$ cat src/rtl/quoted_token_splitter_macros.svh
// Assertion macros shared by the quoted token splitter RTL.
// Each macro expects clk and rst_n in scope of the module that uses it.
`ifndef QUOTED_TOKEN_SPLITTER_MACROS_SVH
`define QUOTED_TOKEN_SPLITTER_MACROS_SVH

// The consequent must hold in the same cycle as the antecedent.
`define QTS_ASSERT_NOW(lbl, ante, cons, msg) \
  lbl: assert property (@(posedge clk) disable iff (!rst_n) (ante) |-> (cons)) \
    else $error(msg);

// The consequent must hold in the cycle after the antecedent.
`define QTS_ASSERT_NEXT(lbl, ante, cons, msg) \
  lbl: assert property (@(posedge clk) disable iff (!rst_n) (ante) |=> (cons)) \
    else $error(msg);

`endif

$ cat src/rtl/qts_pkg.sv
// Package for the quoted token splitter: constants, event codes and result types.
// Used by qts_fifo, qts_scan and quoted_token_splitter; depends on nothing.
package qts_pkg;

  localparam int MAX_LINE   = 1024;
  localparam int MAX_TOKENS = 64;
  localparam int POS_W      = $clog2(MAX_LINE);
  localparam int TF_W       = $clog2(MAX_TOKENS + 1);
  localparam int IDX_W      = $clog2(MAX_TOKENS);
  localparam int Q_DEPTH    = 4;
  localparam int PTR_W      = $clog2(Q_DEPTH);
  localparam int QCNT_W     = $clog2(Q_DEPTH + 1);

  localparam logic [1:0] EV_START = 2'd0;
  localparam logic [1:0] EV_DELIM = 2'd1;
  localparam logic [1:0] EV_DONE  = 2'd2;
  localparam logic [1:0] EV_ERROR = 2'd3;

  localparam logic [7:0] CH_NUL    = 8'h00;
  localparam logic [7:0] CH_TAB    = 8'h09;
  localparam logic [7:0] CH_NL     = 8'h0a;
  localparam logic [7:0] CH_SPACE  = 8'h20;
  localparam logic [7:0] CH_DQUOTE = 8'h22;
  localparam logic [7:0] CH_HASH   = 8'h23;
  localparam logic [7:0] CH_SQUOTE = 8'h27;
  localparam logic [7:0] CH_BSLASH = 8'h5c;

  typedef struct packed {
    logic [1:0]       event_res;
    logic [POS_W-1:0] position;
    logic [IDX_W-1:0] token_index;
    logic [TF_W-1:0]  token_count;
    logic             last;
  } res_t;

  typedef struct packed {
    logic [1:0] n;
    res_t       r0;
    res_t       r1;
  } push_t;

  function automatic res_t mk_res(logic [1:0] ev, logic [POS_W-1:0] pos,
                                  logic [IDX_W-1:0] idx, logic [TF_W-1:0] cnt);
    res_t r;
    r.event_res   = ev;
    r.position    = pos;
    r.token_index = idx;
    r.token_count = cnt;
    r.last        = 1'b0;
    return r;
  endfunction

endpackage

$ cat src/rtl/qts_fifo.sv
// Result queue of the quoted token splitter: takes up to two results per cycle,
// hands out one per handshake. Depends on qts_pkg and the assertion macros.
`include "quoted_token_splitter_macros.svh"

module qts_fifo (
  input  logic           clk,
  input  logic           rst_n,
  input  qts_pkg::push_t push,
  output logic           space2,
  output logic           out_valid,
  input  logic           out_ready,
  output qts_pkg::res_t  head
);
  import qts_pkg::*;

  res_t              q_r [Q_DEPTH];
  logic [PTR_W-1:0]  wr_r, wr_nxt;
  logic [PTR_W-1:0]  rd_r, rd_nxt;
  logic [QCNT_W-1:0] count_r, count_nxt;
  logic              pop;
  logic [PTR_W-1:0]  wr_p1;

  assign out_valid = (count_r != '0);
  assign head      = q_r[rd_r];
  assign space2    = (count_r <= QCNT_W'(Q_DEPTH - 2));
  assign pop       = out_valid && out_ready;
  assign wr_p1     = wr_r + PTR_W'(1);

  always_comb begin
    wr_nxt    = wr_r + PTR_W'(push.n);
    rd_nxt    = pop ? rd_r + PTR_W'(1) : rd_r;
    count_nxt = count_r + QCNT_W'(push.n) - QCNT_W'(pop);
  end

  always_ff @(posedge clk) begin
    if (!rst_n) begin
      wr_r    <= '0;
      rd_r    <= '0;
      count_r <= '0;
    end else begin
      wr_r    <= wr_nxt;
      rd_r    <= rd_nxt;
      count_r <= count_nxt;
    end
  end

  always_ff @(posedge clk) begin
    if (push.n != 2'd0) begin
      q_r[wr_r] <= push.r0;
    end
    if (push.n == 2'd2) begin
      q_r[wr_p1] <= push.r1;
    end
  end

  `QTS_ASSERT_NOW(a_push_room, push.n != 2'd0, space2, "push without room in result queue")
  `QTS_ASSERT_NOW(a_count_max, 1'b1, count_r <= QCNT_W'(Q_DEPTH), "result queue overfilled")
  `QTS_ASSERT_NEXT(a_pop_dec, pop && push.n == 2'd0, count_r == $past(count_r) - QCNT_W'(1),
    "result queue count did not drop on a pop")

endmodule

$ cat src/rtl/qts_scan.sv
// Line scanner of the quoted token splitter: mode state and per-character decode
// into up to two results. Depends on qts_pkg and the assertion macros.
`include "quoted_token_splitter_macros.svh"

module qts_scan (
  input  logic                     clk,
  input  logic                     rst_n,
  input  logic                     fire,
  input  logic [7:0]               ch,
  input  logic [qts_pkg::TF_W-1:0] max_tokens,
  output qts_pkg::push_t           push
);
  import qts_pkg::*;

  typedef enum logic [4:0] {
    M_BETWEEN = 5'b00001,
    M_PLAIN   = 5'b00010,
    M_QUOTED  = 5'b00100,
    M_AFTERQ  = 5'b01000,
    M_DISCARD = 5'b10000
  } mode_t;

  mode_t            mode_r, mode_nxt;
  logic             qd_r, qd_nxt;
  logic             pb_r, pb_nxt;
  logic [POS_W-1:0] pos_r, pos_nxt;
  logic [TF_W-1:0]  tf_r, tf_nxt;

  logic [TF_W-1:0]  limit;
  logic [TF_W-1:0]  tf_inc;
  logic             white, eol, is_quote, match, ends;
  logic [1:0]       n;
  res_t             r0, r1;

  always_comb begin
    limit    = (max_tokens > TF_W'(MAX_TOKENS)) ? TF_W'(MAX_TOKENS) : max_tokens;
    tf_inc   = tf_r + TF_W'(1);
    white    = (ch == CH_SPACE) || (ch == CH_TAB);
    eol      = (ch == CH_NUL) || (ch == CH_NL);
    is_quote = (ch == CH_SQUOTE) || (ch == CH_DQUOTE);
    match    = qd_r ? (ch == CH_DQUOTE) : (ch == CH_SQUOTE);
    mode_nxt = mode_r;
    qd_nxt   = qd_r;
    pb_nxt   = pb_r;
    tf_nxt   = tf_r;
    ends     = 1'b0;
    n        = 2'd0;
    r0       = mk_res(EV_START, pos_r, '0, '0);
    r1       = mk_res(EV_DONE, pos_r, '0, tf_r);
    unique case (mode_r)
      M_BETWEEN: begin
        if (white) begin
          n = 2'd0;
        end else if (eol || ch == CH_HASH || tf_r >= limit) begin
          n  = 2'd1;
          r0 = mk_res(EV_DONE, pos_r, '0, tf_r);
          if (eol) begin
            ends = 1'b1;
          end else begin
            mode_nxt = M_DISCARD;
          end
        end else begin
          n      = 2'd1;
          r0     = mk_res(EV_START, pos_r, tf_r[IDX_W-1:0], '0);
          tf_nxt = tf_inc;
          if (tf_inc >= limit) begin
            n        = 2'd2;
            r1       = mk_res(EV_DONE, pos_r, '0, tf_inc);
            mode_nxt = M_DISCARD;
          end else if (is_quote) begin
            mode_nxt = M_QUOTED;
            qd_nxt   = (ch == CH_DQUOTE);
            pb_nxt   = 1'b0;
          end else begin
            mode_nxt = M_PLAIN;
          end
        end
      end
      M_PLAIN: begin
        if (white) begin
          n        = 2'd1;
          r0       = mk_res(EV_DELIM, pos_r, '0, '0);
          mode_nxt = M_BETWEEN;
        end else if (ch == CH_NL) begin
          n    = 2'd2;
          r0   = mk_res(EV_DELIM, pos_r, '0, '0);
          ends = 1'b1;
        end else if (ch == CH_NUL) begin
          n    = 2'd1;
          r0   = mk_res(EV_DONE, pos_r, '0, tf_r);
          ends = 1'b1;
        end
      end
      M_QUOTED: begin
        if (match && !pb_r) begin
          mode_nxt = M_AFTERQ;
          pb_nxt   = 1'b0;
        end else if (eol) begin
          n    = 2'd1;
          r0   = mk_res(EV_ERROR, pos_r, '0, '0);
          ends = 1'b1;
        end else begin
          pb_nxt = (ch == CH_BSLASH);
        end
      end
      M_AFTERQ: begin
        n = 2'd1;
        if (white) begin
          r0       = mk_res(EV_DELIM, pos_r, '0, '0);
          mode_nxt = M_BETWEEN;
        end else begin
          r0 = mk_res(EV_ERROR, pos_r, '0, '0);
          if (eol) begin
            ends = 1'b1;
          end else begin
            mode_nxt = M_DISCARD;
          end
        end
      end
      M_DISCARD: begin
        ends = eol;
      end
      default: begin
        ends = 1'b1;
      end
    endcase
    r0.last = (n == 2'd1);
    r1.last = 1'b1;
    if (ends) begin
      mode_nxt = M_BETWEEN;
      qd_nxt   = 1'b0;
      pb_nxt   = 1'b0;
      tf_nxt   = '0;
      pos_nxt  = '0;
    end else if (pos_r != POS_W'(MAX_LINE - 1)) begin
      pos_nxt = pos_r + POS_W'(1);
    end else begin
      pos_nxt = pos_r;
    end
    push.n  = fire ? n : 2'd0;
    push.r0 = r0;
    push.r1 = r1;
  end

  always_ff @(posedge clk) begin
    if (!rst_n) begin
      mode_r <= M_BETWEEN;
      qd_r   <= 1'b0;
      pb_r   <= 1'b0;
      pos_r  <= '0;
      tf_r   <= '0;
    end else if (fire) begin
      mode_r <= mode_nxt;
      qd_r   <= qd_nxt;
      pb_r   <= pb_nxt;
      pos_r  <= pos_nxt;
      tf_r   <= tf_nxt;
    end
  end

  `QTS_ASSERT_NOW(a_pair_done, push.n == 2'd2, push.r1.event_res == EV_DONE,
    "second result of a character is not line done")
  `QTS_ASSERT_NOW(a_tf_max, 1'b1, tf_r <= TF_W'(MAX_TOKENS), "token count above limit")
  `QTS_ASSERT_NEXT(a_pos_sat, fire && pos_r == POS_W'(MAX_LINE - 1) && !ends,
    pos_r == POS_W'(MAX_LINE - 1), "position did not saturate")

endmodule

$ cat src/rtl/quoted_token_splitter.sv
// Quoted token splitter: one line character per item in, token events out.
// Each accepted item is registered, then decoded once the result queue has room for two.
// Throughput: one item per cycle while out_ready holds and each item gives at most one
// result; an item giving two needs two output handshakes, set by the one-result output port.
// Reset (rst_n low, synchronous) empties all stages and sets max_tokens to 64.
module quoted_token_splitter (
  input  logic                      clk,
  input  logic                      rst_n,
  input  logic                      in_valid,
  output logic                      in_ready,
  input  logic [7:0]                in_ch,
  output logic                      out_valid,
  input  logic                      out_ready,
  output logic [1:0]                out_event_res,
  output logic [qts_pkg::POS_W-1:0] out_position,
  output logic [qts_pkg::IDX_W-1:0] out_token_index,
  output logic [qts_pkg::TF_W-1:0]  out_token_count,
  output logic                      out_last,
  input  logic                      cfg_we,
  input  logic [qts_pkg::TF_W-1:0]  cfg_wdata
);
  import qts_pkg::*;

  logic            in_valid_r, in_valid_nxt;
  logic [7:0]      ch_r;
  logic [TF_W-1:0] max_tokens_r;
  logic            space2;
  logic            fire;
  logic            take;
  push_t           push;
  res_t            head;

  assign fire     = in_valid_r && space2;
  assign in_ready = !in_valid_r || fire;
  assign take     = in_valid && in_ready;

  always_comb begin
    if (take) begin
      in_valid_nxt = 1'b1;
    end else if (fire) begin
      in_valid_nxt = 1'b0;
    end else begin
      in_valid_nxt = in_valid_r;
    end
  end

  always_ff @(posedge clk) begin
    if (!rst_n) begin
      in_valid_r   <= 1'b0;
      max_tokens_r <= TF_W'(MAX_TOKENS);
    end else begin
      in_valid_r <= in_valid_nxt;
      if (cfg_we) begin
        max_tokens_r <= cfg_wdata;
      end
    end
  end

  always_ff @(posedge clk) begin
    if (take) begin
      ch_r <= in_ch;
    end
  end

  qts_scan u_scan (
    .clk        (clk),
    .rst_n      (rst_n),
    .fire       (fire),
    .ch         (ch_r),
    .max_tokens (max_tokens_r),
    .push       (push)
  );

  qts_fifo u_fifo (
    .clk       (clk),
    .rst_n     (rst_n),
    .push      (push),
    .space2    (space2),
    .out_valid (out_valid),
    .out_ready (out_ready),
    .head      (head)
  );

  assign out_event_res   = head.event_res;
  assign out_position    = head.position;
  assign out_token_index = head.token_index;
  assign out_token_count = head.token_count;
  assign out_last        = head.last;

endmodule

$ cat config.mk
export PLATFORM = sky130hd
export DESIGN_NAME = quoted_token_splitter
export DESIGN_NICKNAME = d
export VERILOG_FILES = /design/src/rtl/qts_pkg.sv /design/src/rtl/qts_fifo.sv /design/src/rtl/qts_scan.sv /design/src/rtl/quoted_token_splitter.sv
export VERILOG_INCLUDE_DIRS = /design/src /design/src/rtl
export SDC_FILE = /design/constraint.sdc
export NUM_CORES = 1
export LEC_CHECK = 0
export ABC_AREA = 0
export BUFFER_PORTS_ARGS = -buffer_cell sky130_fd_sc_hd__buf_2
export CAP_MARGIN = 30
export CELL_PAD_IN_SITES_DETAIL_PLACEMENT = 1
export CELL_PAD_IN_SITES_GLOBAL_PLACEMENT = 2
export CORE_UTILIZATION = 35
export DETAILED_ROUTE_END_ITERATION = 16
export PLACE_DENSITY = 0.69
export SYNTH_ARGS = -nofsm -noshare
export SYNTH_HDL_FRONTEND = slang
export SYNTH_HIERARCHICAL = 1
export SYNTH_SLANG_ARGS = --single-unit
$ cat constraint.sdc
create_clock -name clk -period 13.4 [get_ports clk]
set_input_delay 2.68 -clock clk [delete_from_list [all_inputs] [get_ports clk]]
set_output_delay 2.68 -clock clk [all_outputs]
set_load 0.01 [all_outputs]
==> impl_results.md <==
* Post-synth top cells: edfxtp_1 (112), mux2_2 (85), dfxtp_1 (41)
* Via count at 5,245
* Final worst path period need at 5360 ps
* Peak Freq at 187 MHz
* Fraction of registers with async set/reset at 0%
* Remaining antenna violation count at 0
* Synth top area cells: edfxtp_1 (39%), mux2_2 (11%), dfxtp_1 (9.6%)
* Reg2Reg Capture Point: u_fifo/q_r[2][6]$_DFFE_PP_
* WS Path Type: reg -> reg
* Setup TNS at 0 ps
* Top cell type by total area after synthesis: edfxtp_1
* Max-cap violations at 0
* Post-CTS resize count at 0
* RSZ-0062 raised after global routing: no
* DIE HEIGHT at 158 um
* Detailed Place HPWL at 13.2 mm
* Die W at 158 um
* CTS clk-pin slew, worst paths at 70 ps
* Post-DP Area at 0.00903 sq mm
* Fill cells at 2,487
* Final instance area at 0.00963 sq mm
* Layout cell share with drive strength beyond 1 at 33.8%
* Switching share of power at 31.2%
* Most frequent cell after synthesis: edfxtp_1
* Seq pwr share at 40.2%
* Hold Path Origin: u_fifo/rd_r[1]$_SDFFE_PN0P_
* Clock power frac at 33.4%
* Hold-fix buffers, CTS at 0
* Ant diodes at 0
* Worst Hold Path EP: u_fifo/rd_r[1]$_SDFFE_PN0P_
* R2r setup slk at 8040 ps
* Post-Syn Instances at 657
* Initial Util at 36.1%
* Row count at 56
* R2R cell count at 12
* Post-synthesis sequential area ratio at 48.8%
* Final period utilization at 40.0%
* CP required at 13,530 ps
* Wire length of the first global-routing pass at 31.4 mm
* Setup Skew at 11.5 ps
* Post-synth EDFFs at 112
* Initial antenna violation count at 0
* Syn avg cell area at 13.0 sq um
* Slew HR at 33.5%
* Cell area power density at 154 mW/mm^2
* Worst reg2reg startpoint: u_scan/tf_r[0]$_SDFFE_PN0P_
* Peak VDD IR at 0.0792 mV
* Detailed Route WL at 19.7 mm
* CP Launch Type: flop
* Core Area at 0.0238 sq mm
* Netlist cell types at 74
* Total track usage at 16.8%
* Predominant post-synthesis flop cell: edfxtp_1
* Average wire per standard cell at 19.3 um
* Synthesized cell area at 0.00857 sq mm
* Final setup vio count at 0
* Power Internal at 0.00102 W
* CTS tree: built
* Clock buffer count from CTS at 17
* Post-layout nets at 726
* Critical path capture point type: flop
* Post-CTS setup buffer count at 0
* Vias/cell at 5.16
* Residual DRC at 0
* Vias in the first global route at 5,537
* Slew Viols, Final at 0
* Die ar. at 0.0251 sq mm
* Post-route total power at 0.00149 W
* Status: completed
* Final Hold Vio Count at 0
* GPL Wtd Cong at 0.807
* Hold Path Stages at 2
* Area growth syn-to-layout at 12.4%
* Port Buffer Count at 47
* Top cell type's share of synthesized area at 39.2%
* Sink Count at 153
* Worst Tran Pin Value at 989 ps
* GR Overflow Total at 0
* Io pins at 48
* Worst-path fanout max at 27
* Initial DRC count at 294
* Leakage power at 3.63 nW
* Seq cells post-synth at 153
* Detailed Routing Iterations Pass 1 at 4
* Warnings from Yosys at 6
* H-Tree Depth at 4
* CTS max path bufs at 2
* Pin count of the biggest net entering global routing at 28
* Worst hold path type: reg -> reg
* CTS root buf: clkbuf_16
* Logic pwr share at 26.4%
* CP arrival at 5490 ps
* Clock Latency Late Sink at 420 ps
* Net Sw Power at 0.000463 W
==> worst max-delay path by stage <==
stage | startpoint | to | slack, ps | cells after the start
global route | u_scan/tf_r[0]$_SDFFE_PN0P_ | u_fifo/q_r[2][1]$_DFFE_PP_ | 7580 | 12
global placement | u_scan/tf_r[0]$_SDFFE_PN0P_ | u_fifo/q_r[2][9]$_DFFE_PP_ | 7980 | 11
CTS | u_scan/tf_r[0]$_SDFFE_PN0P_ | u_fifo/q_r[2][3]$_DFFE_PP_ | 8010 | 12
finish | u_scan/tf_r[0]$_SDFFE_PN0P_ | u_fifo/q_r[2][6]$_DFFE_PP_ | 8040 | 12
floorplan | u_scan/tf_r[0]$_SDFFE_PN0P_ | u_fifo/q_r[0][0]$_DFFE_PP_ | 8210 | 14
detailed placement | u_scan/tf_r[0]$_SDFFE_PN0P_ | u_fifo/q_r[2][11]$_DFFE_PP_ | 7940 | 12
==> state kept, by name (all words and copies together) (netlist names), named ones only <==
signal	flops
u_fifo/q_r	104
u_fifo/rd_r	2
u_scan/qd_r	1
in_valid_r	1
u_scan/pos_r	10
max_tokens_r	7
ch_r	8
u_scan/pb_r	1
u_scan/tf_r	7
u_scan/mode_r	5
u_fifo/wr_r	2
u_fifo/count_r	3
==> metrics by stage <==
step / cells / worst slack [ps] / utilization (%) / hold WS, ps
5_1_grt: 1017 / 7580 / 40.6 / 512
6_report: 1017 / 8040 / 40.6 / 491
3_5_place_dp: 985 / 7940 / 38.0 / 484
3_3_place_gp: 983 / 7980 / 37.8 / 461
4_1_cts: 1017 / 8010 / 40.6 / 494
2_1_floorplan: 664 / 8210 / - / 449
==> cell usage in the layout, fill, tap and decap left out, types with 3 or more instances in the layout <==
| cell type | instances |
|---|---|
| or3_1 | 10 |
| ha_1 | 20 |
| inv_1 | 17 |
| a211oi_1 | 6 |
| xor2_1 | 8 |
| o21a_1 | 3 |
| nor4_1 | 3 |
| o21ai_0 | 12 |
| clkbuf_16 | 17 |
| a21oi_1 | 24 |
| nor2b_1 | 11 |
| nand2_1 | 31 |
| inv_6 | 5 |
| and2_1 | 20 |
| nand2b_1 | 5 |
| a311o_1 | 3 |
| a21o_1 | 6 |
| mux2i_1 | 11 |
| dfxtp_1 | 40 |
| mux2_4 | 20 |
| inv_8 | 4 |
| mux2_2 | 85 |
| nor2_1 | 26 |
| nor3_1 | 5 |
| a211o_1 | 3 |
| xnor2_1 | 10 |
| and3_1 | 11 |
| buf_2 | 47 |
| mux4_2 | 26 |
| buf_4 | 5 |
| edfxtp_1 | 112 |
| nand3_1 | 17 |
| conb_1 | 9 |
==> layer usage <==
layer,vias up,GRT usage (%),routed length (um)
li1,2529,-,-
met1,2608,21.7,9150
met2,94,28.6,9680
met3,14,2.61,598
met4,0,5.77,233
met5,-,0,0
==> power by group through the flow <==
stage	Clock, W	Sequential (W)	Combinational, W
after global placement	0	0.000618	0.000371
after floorplan	0	0.000587	0.000292
after CTS	0.000508	0.000599	0.000398
after detailed placement	0	0.000610	0.000396
after global routing	0.000524	0.000605	0.000435
final	0.000497	0.000598	0.000392
==> kinds of logic (layout without fill, tap and decap cells) <==
group                      Yosys count  after routing  synth area share [%]
and+or+nand+nor                    163            163                  11.0
DFF                                153            153                  48.8
muxes                              143            143                  22.9
AOI/OAI and AO/OA                   85             85                  7.02
buffers and inverters               70            104                  4.63
adders and majority gates           21             21                  3.15
xor gates and xnor gates            20             20                  2.37
other                                2              9                0.0876
==> worst max-delay path, cell delays in order (launching register included) <==
cell	delay, ps
dfxtp_1	470
inv_1	140
ha_1	320
nand2b_1	150
a21o_1	180
a211o_1	320
a211oi_2	730
nand2_1	400
a21oi_1	740
nor4bb_4	390
buf_4	420
a21o_1	570
buf_16	230
==> cell type report <==
| type | instances | area (sq um) | area share, % |
|---|---|---|---|
| tap | 319 | 399 | 4.14 |
| sequential | 153 | 4190 | 43.4 |
| clock inverter | 14 | 173 | 1.79 |
| timing repair buffer | 54 | 320 | 3.33 |
| clock buffer | 18 | 429 | 4.46 |
| inverter | 18 | 67.6 | 0.701 |
| multi-input combinational | 441 | 4060 | 42.1 |
No activity file was read; power rests on OpenSTA's default activity.
